<file path="src/crcgc_pkg.sv">
`timescale 1ns / 1ps
// shared types and constants for the crc generate and check block
// no dependencies
package crcgc_pkg;

    localparam int POLY_W    = 32;
    localparam int DEGCFG_W  = 6;
    localparam int CFG_IDX_W = 2;

    // configuration register indexes
    localparam logic [CFG_IDX_W-1:0] CFG_POLY_LOW   = 2'd0;
    localparam logic [CFG_IDX_W-1:0] CFG_POLY_DEG   = 2'd1;
    localparam logic [CFG_IDX_W-1:0] CFG_CHECK_MODE = 2'd2;

    // reset values of the configuration registers
    localparam logic [POLY_W-1:0]   POLY_LOW_RST = 32'h0000_0007;
    localparam logic [DEGCFG_W-1:0] POLY_DEG_RST = 6'd8;

    // command opcodes between front and back
    localparam logic OP_ECHO    = 1'b0;
    localparam logic OP_VERDICT = 1'b1;

    typedef struct packed {
        logic op;
        logic data_bit;
        logic err;
        logic tail;
    } crcgc_cmd_t;

endpackage

</file>
<file path="src/crc_generate_and_check.sv">
`timescale 1ns / 1ps
// an input transfer passes the command queue register, then the back part's output register
// throughput: one input bit per cycle while the queue is not full; a generate-mode message end gives degree+1
//   results at one per cycle while results are popped, the back part's tail shifter sets that pace
// a two-entry command queue takes two more bits while a crc tail drains, then
//   input stalls until the tail is out
// reset: poly low bits 0x7, degree 8, generate mode, remainder zero, queue empty
module crc_generate_and_check
    import crcgc_pkg::*;
#(
    parameter int MAX_DEGREE = 32
) (
    input  logic                 clk,
    input  logic                 rst_n,
    input  logic                 cfg_valid,
    output logic                 cfg_ready,
    input  logic [CFG_IDX_W-1:0] cfg_index,
    input  logic [POLY_W-1:0]    cfg_data,
    input  logic                 push,
    output logic                 full,
    input  logic                 data_bit,
    input  logic                 end_of_message,
    output logic                 empty,
    input  logic                 pop,
    output logic                 result_kind,
    output logic                 code_bit,
    output logic                 error_found,
    output logic                 last_result
);

    localparam int DEG_W = $clog2(MAX_DEGREE + 1);
    localparam int CMD_W = $bits(crcgc_cmd_t);
    localparam int Q_W   = CMD_W + MAX_DEGREE + DEG_W;

    logic                  q_wr;
    logic                  q_rd;
    logic                  q_full;
    logic                  q_empty;
    crcgc_cmd_t            wr_cmd;
    logic [MAX_DEGREE-1:0] wr_rem;
    logic [DEG_W-1:0]      wr_deg;
    crcgc_cmd_t            rd_cmd;
    logic [MAX_DEGREE-1:0] rd_rem;
    logic [DEG_W-1:0]      rd_deg;
    logic [Q_W-1:0]        q_rd_data;

    crcgc_front #(
        .MAX_DEGREE (MAX_DEGREE),
        .DEG_W      (DEG_W)
    ) u_front (
        .clk            (clk),
        .rst_n          (rst_n),
        .cfg_valid      (cfg_valid),
        .cfg_ready      (cfg_ready),
        .cfg_index      (cfg_index),
        .cfg_data       (cfg_data),
        .push           (push),
        .full           (full),
        .data_bit       (data_bit),
        .end_of_message (end_of_message),
        .cmd_push       (q_wr),
        .cmd            (wr_cmd),
        .cmd_rem        (wr_rem),
        .cmd_deg        (wr_deg),
        .cmd_full       (q_full)
    );

    crcgc_queue #(
        .DATA_W (Q_W)
    ) u_queue (
        .clk     (clk),
        .rst_n   (rst_n),
        .wr_en   (q_wr),
        .wr_data ({wr_cmd, wr_rem, wr_deg}),
        .q_full  (q_full),
        .rd_en   (q_rd),
        .rd_data (q_rd_data),
        .q_empty (q_empty)
    );

    assign {rd_cmd, rd_rem, rd_deg} = q_rd_data;

    crcgc_back #(
        .MAX_DEGREE (MAX_DEGREE),
        .DEG_W      (DEG_W)
    ) u_back (
        .clk         (clk),
        .rst_n       (rst_n),
        .cmd_empty   (q_empty),
        .cmd         (rd_cmd),
        .cmd_rem     (rd_rem),
        .cmd_deg     (rd_deg),
        .cmd_pop     (q_rd),
        .empty       (empty),
        .pop         (pop),
        .result_kind (result_kind),
        .code_bit    (code_bit),
        .error_found (error_found),
        .last_result (last_result)
    );

endmodule

</file>
<file path="src/crcgc_queue.sv">
`timescale 1ns / 1ps
// two-entry command queue between the front and back parts
// depends on nothing but its parameter
module crcgc_queue #(
    parameter int DATA_W = 8
) (
    input  logic              clk,
    input  logic              rst_n,
    input  logic              wr_en,
    input  logic [DATA_W-1:0] wr_data,
    output logic              q_full,
    input  logic              rd_en,
    output logic [DATA_W-1:0] rd_data,
    output logic              q_empty
);

    logic [DATA_W-1:0] mem_reg [2];
    logic              wr_ptr_reg;
    logic              wr_ptr_next;
    logic              rd_ptr_reg;
    logic              rd_ptr_next;
    logic [1:0]        count_reg;
    logic [1:0]        count_next;

    assign q_full  = (count_reg == 2'd2);
    assign q_empty = (count_reg == 2'd0);
    assign rd_data = mem_reg[rd_ptr_reg];

    always_comb
    begin
        wr_ptr_next = wr_ptr_reg ^ wr_en;
        rd_ptr_next = rd_ptr_reg ^ rd_en;
        count_next  = count_reg + 2'(wr_en) - 2'(rd_en);
    end

    always_ff @(posedge clk)
    begin
        if (wr_en)
        begin
            mem_reg[wr_ptr_reg] <= wr_data;
        end
    end

    always_ff @(posedge clk or negedge rst_n)
    begin
        if (!rst_n)
        begin
            wr_ptr_reg <= 1'b0;
            rd_ptr_reg <= 1'b0;
            count_reg  <= 2'd0;
        end
        else
        begin
            wr_ptr_reg <= wr_ptr_next;
            rd_ptr_reg <= rd_ptr_next;
            count_reg  <= count_next;
        end
    end

endmodule

</file>
<file path="src/crcgc_front.sv">
`timescale 1ns / 1ps
// front part: configuration registers, remainder update and command issue
// depends on crcgc_pkg
module crcgc_front
    import crcgc_pkg::*;
#(
    parameter int MAX_DEGREE = 32,
    parameter int DEG_W      = 6
) (
    input  logic                  clk,
    input  logic                  rst_n,
    input  logic                  cfg_valid,
    output logic                  cfg_ready,
    input  logic [CFG_IDX_W-1:0]  cfg_index,
    input  logic [POLY_W-1:0]     cfg_data,
    input  logic                  push,
    output logic                  full,
    input  logic                  data_bit,
    input  logic                  end_of_message,
    output logic                  cmd_push,
    output crcgc_cmd_t            cmd,
    output logic [MAX_DEGREE-1:0] cmd_rem,
    output logic [DEG_W-1:0]      cmd_deg,
    input  logic                  cmd_full
);

    logic [POLY_W-1:0]     poly_low_reg;
    logic [DEGCFG_W-1:0]   poly_deg_reg;
    logic                  check_mode_reg;
    logic [MAX_DEGREE-1:0] rem_reg;
    logic [MAX_DEGREE-1:0] rem_next;

    logic [DEG_W-1:0]      eff_deg;
    logic [MAX_DEGREE-1:0] mask;
    logic [MAX_DEGREE-1:0] topsel;
    logic [MAX_DEGREE-1:0] low_ext;
    logic [MAX_DEGREE-1:0] low_m;
    logic [MAX_DEGREE-1:0] rem_m;
    logic [MAX_DEGREE-1:0] rem_calc;
    logic                  top;
    logic                  fb;
    logic                  accept;

    assign cfg_ready = 1'b1;
    assign full      = cmd_full;
    assign accept    = push && !cmd_full;

    generate
        if (MAX_DEGREE <= POLY_W)
        begin : g_low_trunc
            assign low_ext = poly_low_reg[MAX_DEGREE-1:0];
        end
        else
        begin : g_low_ext
            assign low_ext = {{(MAX_DEGREE-POLY_W){1'b0}}, poly_low_reg};
        end
    endgenerate

    // clamp degree into 1..MAX_DEGREE
    always_comb
    begin
        priority if (poly_deg_reg == '0)
        begin
            eff_deg = DEG_W'(1);
        end
        else if ({1'b0, poly_deg_reg} > (DEGCFG_W+1)'(MAX_DEGREE))
        begin
            eff_deg = DEG_W'(MAX_DEGREE);
        end
        else
        begin
            eff_deg = DEG_W'(poly_deg_reg);
        end
    end

    always_comb
    begin
        for (int i = 0; i < MAX_DEGREE; i++)
        begin
            mask[i]   = (i < int'(eff_deg));
            topsel[i] = (i == int'(eff_deg) - 1);
        end
    end

    always_comb
    begin
        low_m = low_ext & mask;
        rem_m = rem_reg & mask;
        top   = |(rem_m & topsel);
        if (check_mode_reg)
        begin
            // direct division of the received codeword
            fb       = top;
            rem_calc = ((rem_m << 1) | MAX_DEGREE'(data_bit)) & mask;
        end
        else
        begin
            // premultiplied by x^d: feedback is top xor data
            fb       = top ^ data_bit;
            rem_calc = (rem_m << 1) & mask;
        end
        if (fb)
        begin
            rem_calc = rem_calc ^ low_m;
        end
    end

    always_comb
    begin
        rem_next = rem_reg;
        if (accept)
        begin
            rem_next = end_of_message ? '0 : rem_calc;
        end
    end

    // classify: check mode only issues on the final bit
    always_comb
    begin
        cmd_push     = accept && (!check_mode_reg || end_of_message);
        cmd.op       = check_mode_reg ? OP_VERDICT : OP_ECHO;
        cmd.data_bit = check_mode_reg ? 1'b0 : data_bit;
        cmd.err      = check_mode_reg && (|rem_calc);
        cmd.tail     = !check_mode_reg && end_of_message;
        cmd_rem      = rem_calc;
        cmd_deg      = eff_deg;
    end

    always_ff @(posedge clk or negedge rst_n)
    begin
        if (!rst_n)
        begin
            poly_low_reg   <= POLY_LOW_RST;
            poly_deg_reg   <= POLY_DEG_RST;
            check_mode_reg <= 1'b0;
            rem_reg        <= '0;
        end
        else
        begin
            rem_reg <= rem_next;
            if (cfg_valid && cfg_ready)
            begin
                unique case (cfg_index)
                    CFG_POLY_LOW:   poly_low_reg   <= cfg_data;
                    CFG_POLY_DEG:   poly_deg_reg   <= cfg_data[DEGCFG_W-1:0];
                    CFG_CHECK_MODE: check_mode_reg <= cfg_data[0];
                    default:        ;
                endcase
            end
        end
    end

endmodule

</file>
<file path="src/crcgc_back.sv">
`timescale 1ns / 1ps
// back part: turns commands into result items, shifting out crc tails
// depends on crcgc_pkg
module crcgc_back
    import crcgc_pkg::*;
#(
    parameter int MAX_DEGREE = 32,
    parameter int DEG_W      = 6
) (
    input  logic                  clk,
    input  logic                  rst_n,
    input  logic                  cmd_empty,
    input  crcgc_cmd_t            cmd,
    input  logic [MAX_DEGREE-1:0] cmd_rem,
    input  logic [DEG_W-1:0]      cmd_deg,
    output logic                  cmd_pop,
    output logic                  empty,
    input  logic                  pop,
    output logic                  result_kind,
    output logic                  code_bit,
    output logic                  error_found,
    output logic                  last_result
);

    logic                  out_valid_reg;
    logic                  out_valid_next;
    logic                  out_kind_reg;
    logic                  out_kind_next;
    logic                  out_bit_reg;
    logic                  out_bit_next;
    logic                  out_err_reg;
    logic                  out_err_next;
    logic                  out_last_reg;
    logic                  out_last_next;
    logic [DEG_W-1:0]      tail_cnt_reg;
    logic [DEG_W-1:0]      tail_cnt_next;
    logic [MAX_DEGREE-1:0] tail_rem_reg;
    logic [MAX_DEGREE-1:0] tail_rem_next;

    logic                  advance;
    logic                  tail_busy;
    logic [MAX_DEGREE-1:0] tail_sel;

    assign empty       = !out_valid_reg;
    assign result_kind = out_kind_reg;
    assign code_bit    = out_bit_reg;
    assign error_found = out_err_reg;
    assign last_result = out_last_reg;

    assign advance   = !out_valid_reg || pop;
    assign tail_busy = (tail_cnt_reg != '0);
    assign cmd_pop   = advance && !tail_busy && !cmd_empty;

    always_comb
    begin
        for (int i = 0; i < MAX_DEGREE; i++)
        begin
            tail_sel[i] = (i + 1 == int'(tail_cnt_reg));
        end
    end

    always_comb
    begin
        out_valid_next = out_valid_reg;
        out_kind_next  = out_kind_reg;
        out_bit_next   = out_bit_reg;
        out_err_next   = out_err_reg;
        out_last_next  = out_last_reg;
        tail_cnt_next  = tail_cnt_reg;
        tail_rem_next  = tail_rem_reg;
        if (advance)
        begin
            priority if (tail_busy)
            begin
                // remainder bits, highest first
                out_valid_next = 1'b1;
                out_kind_next  = OP_ECHO;
                out_bit_next   = |(tail_rem_reg & tail_sel);
                out_err_next   = 1'b0;
                out_last_next  = (tail_cnt_reg == DEG_W'(1));
                tail_cnt_next  = tail_cnt_reg - DEG_W'(1);
            end
            else if (!cmd_empty)
            begin
                out_valid_next = 1'b1;
                out_kind_next  = cmd.op;
                out_bit_next   = cmd.data_bit;
                out_err_next   = cmd.err;
                out_last_next  = (cmd.op == OP_VERDICT);
                if (cmd.tail)
                begin
                    tail_cnt_next = cmd_deg;
                    tail_rem_next = cmd_rem;
                end
            end
            else
            begin
                out_valid_next = 1'b0;
            end
        end
    end

    always_ff @(posedge clk)
    begin
        out_kind_reg <= out_kind_next;
        out_bit_reg  <= out_bit_next;
        out_err_reg  <= out_err_next;
        out_last_reg <= out_last_next;
        tail_rem_reg <= tail_rem_next;
    end

    always_ff @(posedge clk or negedge rst_n)
    begin
        if (!rst_n)
        begin
            out_valid_reg <= 1'b0;
            tail_cnt_reg  <= '0;
        end
        else
        begin
            out_valid_reg <= out_valid_next;
            tail_cnt_reg  <= tail_cnt_next;
        end
    end

endmodule

</file>
<file path="config.mk">
export PLATFORM = sky130hd
export DESIGN_NAME = crc_generate_and_check
export DESIGN_NICKNAME = d
export VERILOG_FILES = /design/src/crcgc_pkg.sv /design/src/crc_generate_and_check.sv /design/src/crcgc_queue.sv /design/src/crcgc_front.sv /design/src/crcgc_back.sv
export SDC_FILE = /design/constraint.sdc
export NUM_CORES = 1
export LEC_CHECK = 0
export BUFFER_PORTS_ARGS = -buffer_cell sky130_fd_sc_hd__buf_4
export CORE_UTILIZATION = 50
export CTS_BUF_LIST = sky130_fd_sc_hd__clkbuf_8
export CTS_CLUSTER_DIAMETER = 30
export DETAILED_ROUTE_END_ITERATION = 10
export GPL_TIMING_DRIVEN = 0
export HOLD_SLACK_MARGIN = 0.03
export PLACE_DENSITY_LB_ADDON = 0.15
export SLEW_MARGIN = 5
export SYNTH_ARGS = -nofsm -noshare
export SYNTH_HDL_FRONTEND = slang
export SYNTH_SLANG_ARGS = --single-unit
</file>
<file path="constraint.sdc">
create_clock -name clk -period 6.7 [get_ports clk]
set_clock_uncertainty 0.2 [all_clocks]
set_input_delay 1.34 -clock clk [delete_from_list [all_inputs] [get_ports clk]]
set_output_delay 1.34 -clock clk [all_outputs]
set_load 0.01 [all_outputs]
</file>
==> metrics.txt <==
clock root cell=clkbuf_8; synthesized-area fraction occupied by and/or/nand/nor cells=between 10% and 20%; Final Instance Area=around 0.011 mm²; final setup margin=1.37 ns; Worst Max-Slew Pin Slew=1.10 ns; status=complete, no violations; clock-pin slew of the registers on the worst-case setup and hold paths=about 0.06 ns; main combinational cell family by area after synthesis=compound AO/OA/AOI/OAI gates; HPWL after detailed placement=about 19000 µm; post-synth top area share=between 30% and 40%; share of final-layout standard cells stronger than drive strength 1=roughly a quarter; Post-layout nets=~900; number of iterations in the first detailed-routing pass=5; most common cell after layout, fill and taps aside=edfxtp_1; sequential fraction of the synthesis area=between 50% and 60%; cells resized by post-CTS repair=0; Synth Register Bits=202; max reg flops=84; largest net degree at the start of global routing=83; final routed wire length divided by cell count=around 23 µm; highest clock frequency the design can meet=188 MHz; fraction of registers with async set/reset=between 40% and 50%; port buffer count=46; final worst-path cycle share=about four fifths; slowest stage cell on the critical path=o41ai_1; CTS tree=yes; DIE AREA=approximately 0.020 mm²; worst hold path type=reg2reg; worst setup path class=reg2reg; setup TNS=0 ns; synthesized area=0.00955 mm²; most frequent cells in the layout=edfxtp_1, dfrtp_1, mux2_2, buf_4, nor2_1; number of failing hold endpoints at the final stage=0; remaining global-route overflow=0; horizontal die dimension=roughly 140 µm; CTS sink count=202; number of CTS-inserted buffers=37; cell types with the largest area share after synthesis=edfxtp_1, dfrtp_1, mux2_2; max-slew violation count=0; initial cell density of the core=between 50 and 60%; Worst Path Max Fanout=10; arrival time at the worst endpoint=5.38 ns; violation count after the first detailed-routing iteration=~470; Gate Count Post-Synth=around 760; area leader, netlist=edfxtp_1; # hold bufs at CTS=0; number of top-level pins=between 40 and 50; worst max-slew margin expressed relative to the limit=26.4%; startpoint type of the worst setup path=flip-flop; Post-route DRC=0; crit end category=flip-flop; Post-Synthesis Mean Instance Area=12.6 µm²; post-CTS setup repair buffer count=0; antenna violations before repair=0; vias in the first global route=about 6900; area fraction in compound gates after synthesis=between 10% and 20%; number of violations of the max-capacitance limit=0; critical-path cell list=clkbuf_1, clkbuf_1, nor2_1, a31oi_1, o2111ai_1, o41ai_1, nand3_4, clkbuf_1, nand4_1, a21oi_1, a2111oi_2, nand4_1, o41a_1; ys flop type=edfxtp_1; total wirelength of the detailed-routed design=25700 µm; growth of design area from synthesis to finish=15.9%; Cell Area, Placed=just over 0.01 mm²; Antenna Nets Post-Route=0; leakage power figure=4.28 nW; number of flops mapped to enable cells by yosys=120; first-pass GRT wire length=~40000 µm; Floorplan Core Area=0.0187 mm²; net count after synthesis=between 800 and 900; number of antenna diodes=0; final core occ=between 50% and 60%; clock insertion delay at the later pin of the skew report=0.54 ns; warnings from Yosys=0; total power=about 4.5 mW; total setup violations reported at the end of the flow=0; combined global-route utilization of all metal layers=27.2%; placement-stage worst setup slack=1.46 ns; crit-path max cell delay=0.83 ns; required time at the worst-slack endpoint=6.75 ns; Synth cell types=83; xor/xnor cell area share of the yosys netlist=under 10%; Cell Rows=50; pwr/cell area=between 400 and 500 mW/mm²; adder and majority cell fraction of the synthesized area=under 10%; Max IR drop VDD=about 220 µV; via count of the routed design=6771; number of H-tree levels=2; RSZ-0062 raised after global routing=no; mux cell area share after synthesis=roughly 11%; via-per-instance ratio=just over 6; CP dominant cell by count=clkbuf_1; min Tclk post-route=around 5.3 ns; placer's final routability congestion estimate=0.948; Die Ht=140 µm; maximum buffer depth of the clock tree=3
==> metal layers <==
layer  global-route usage [%]  wire, µm  part of all wire [%]
met1                     34.7     10700                    42
met2                     45.7     12600                    49
met3                     4.44      1450                   5.7
met4                     12.2       866                   3.4
met5                        0         0                     0
==> worst max-delay path: cells and delay by family (launching register included) <==
kind,cells,cell delay [ns]
compound gates,6,2.25
simple gates,4,0.76
flops,1,0.59
buf+inv,3,1.24
==> worst paths after layout <==
| path | end | cells past startpoint | from | slack (ns) |
|---|---|---|---|---|
| worst max-delay path | u_queue.mem_reg[1][39]$_DFFE_PP_ | 13 | u_front.poly_deg_reg[3]$_DFFE_PN1P_ | 1.37 |
| worst min-delay path | u_front.low_ext[15]$_DFFE_PN0P_ | 1 | u_front.low_ext[15]$_DFFE_PN0P_ | 0.31 |
| worst max register to register | u_queue.mem_reg[1][39]$_DFFE_PP_ | 13 | u_front.poly_deg_reg[3]$_DFFE_PN1P_ | 1.37 |
| worst min register to register | u_front.low_ext[15]$_DFFE_PN0P_ | 1 | u_front.low_ext[15]$_DFFE_PN0P_ | 0.31 |
| max in group asynchronous | u_front.low_ext[27]$_DFFE_PN0P_ | 1 | rst_n | 4.76 |
| min in group asynchronous | u_back.tail_cnt_reg[3]$_DFFE_PN0P_ | 1 | rst_n | 0.80 |
==> per-stage QoR <==
stage | hold slack [ns] | std cells
6_report | 0.312 | 1110
2_1_floorplan | 0.251 | 759
3_5_place_dp | 0.311 | 1042
4_1_cts | 0.323 | 1110
5_1_grt | 0.346 | 1110
3_3_place_gp | 0.300 | 1039
==> cells by family (layout without fill, tap and decap cells) <==
logic type,Yosys count,after routing
buffers and inverters,77,194
and+or+nand+nor,200,200
other,1,1
DFF,202,202
muxes,94,94
xor gates and xnor gates,15,15
AOI/OAI and AO/OA,161,161
adders and majority gates,9,9
==> power breakdown <==
part / leakage, nW / switching [mW] / internal [mW]
clock: 0.431 / 0.525 / 0.714
sequential: 2.14 / 0.175 / 1.68
combinational: 1.70 / 0.846 / 0.544
total: 4.28 / 1.55 / 2.93
==> cells in the mapped netlist (8+ instances only) <==
| cell type | instances |
|---|---|
| edfxtp_1 | 120 |
| dfrtp_1 | 78 |
| mux2_2 | 75 |
| nor2_1 | 48 |
| clkbuf_1 | 40 |
| nand2_1 | 37 |
| a21oi_1 | 35 |
| a22o_1 | 30 |
| inv_1 | 26 |
| o21ai_0 | 19 |
| nand3_1 | 18 |
| nand4_1 | 18 |
| mux2i_1 | 16 |
| a31oi_1 | 9 |
| ha_1 | 9 |
| nand2b_1 | 9 |
| and3_1 | 8 |
| xor2_1 | 8 |
==> final cells by class <==
cell class | instances | area (µm²)
buffer | 50 | 219
clock buffer | 43 | 592
clock inverter | 25 | 213
fill | 1517 | 7630
inverter | 27 | 101
multi-input combinational | 480 | 3580
sequential | 202 | 5660
tap | 234 | 293
timing repair buffer | 49 | 413
(Power assumes the default switching activity.)
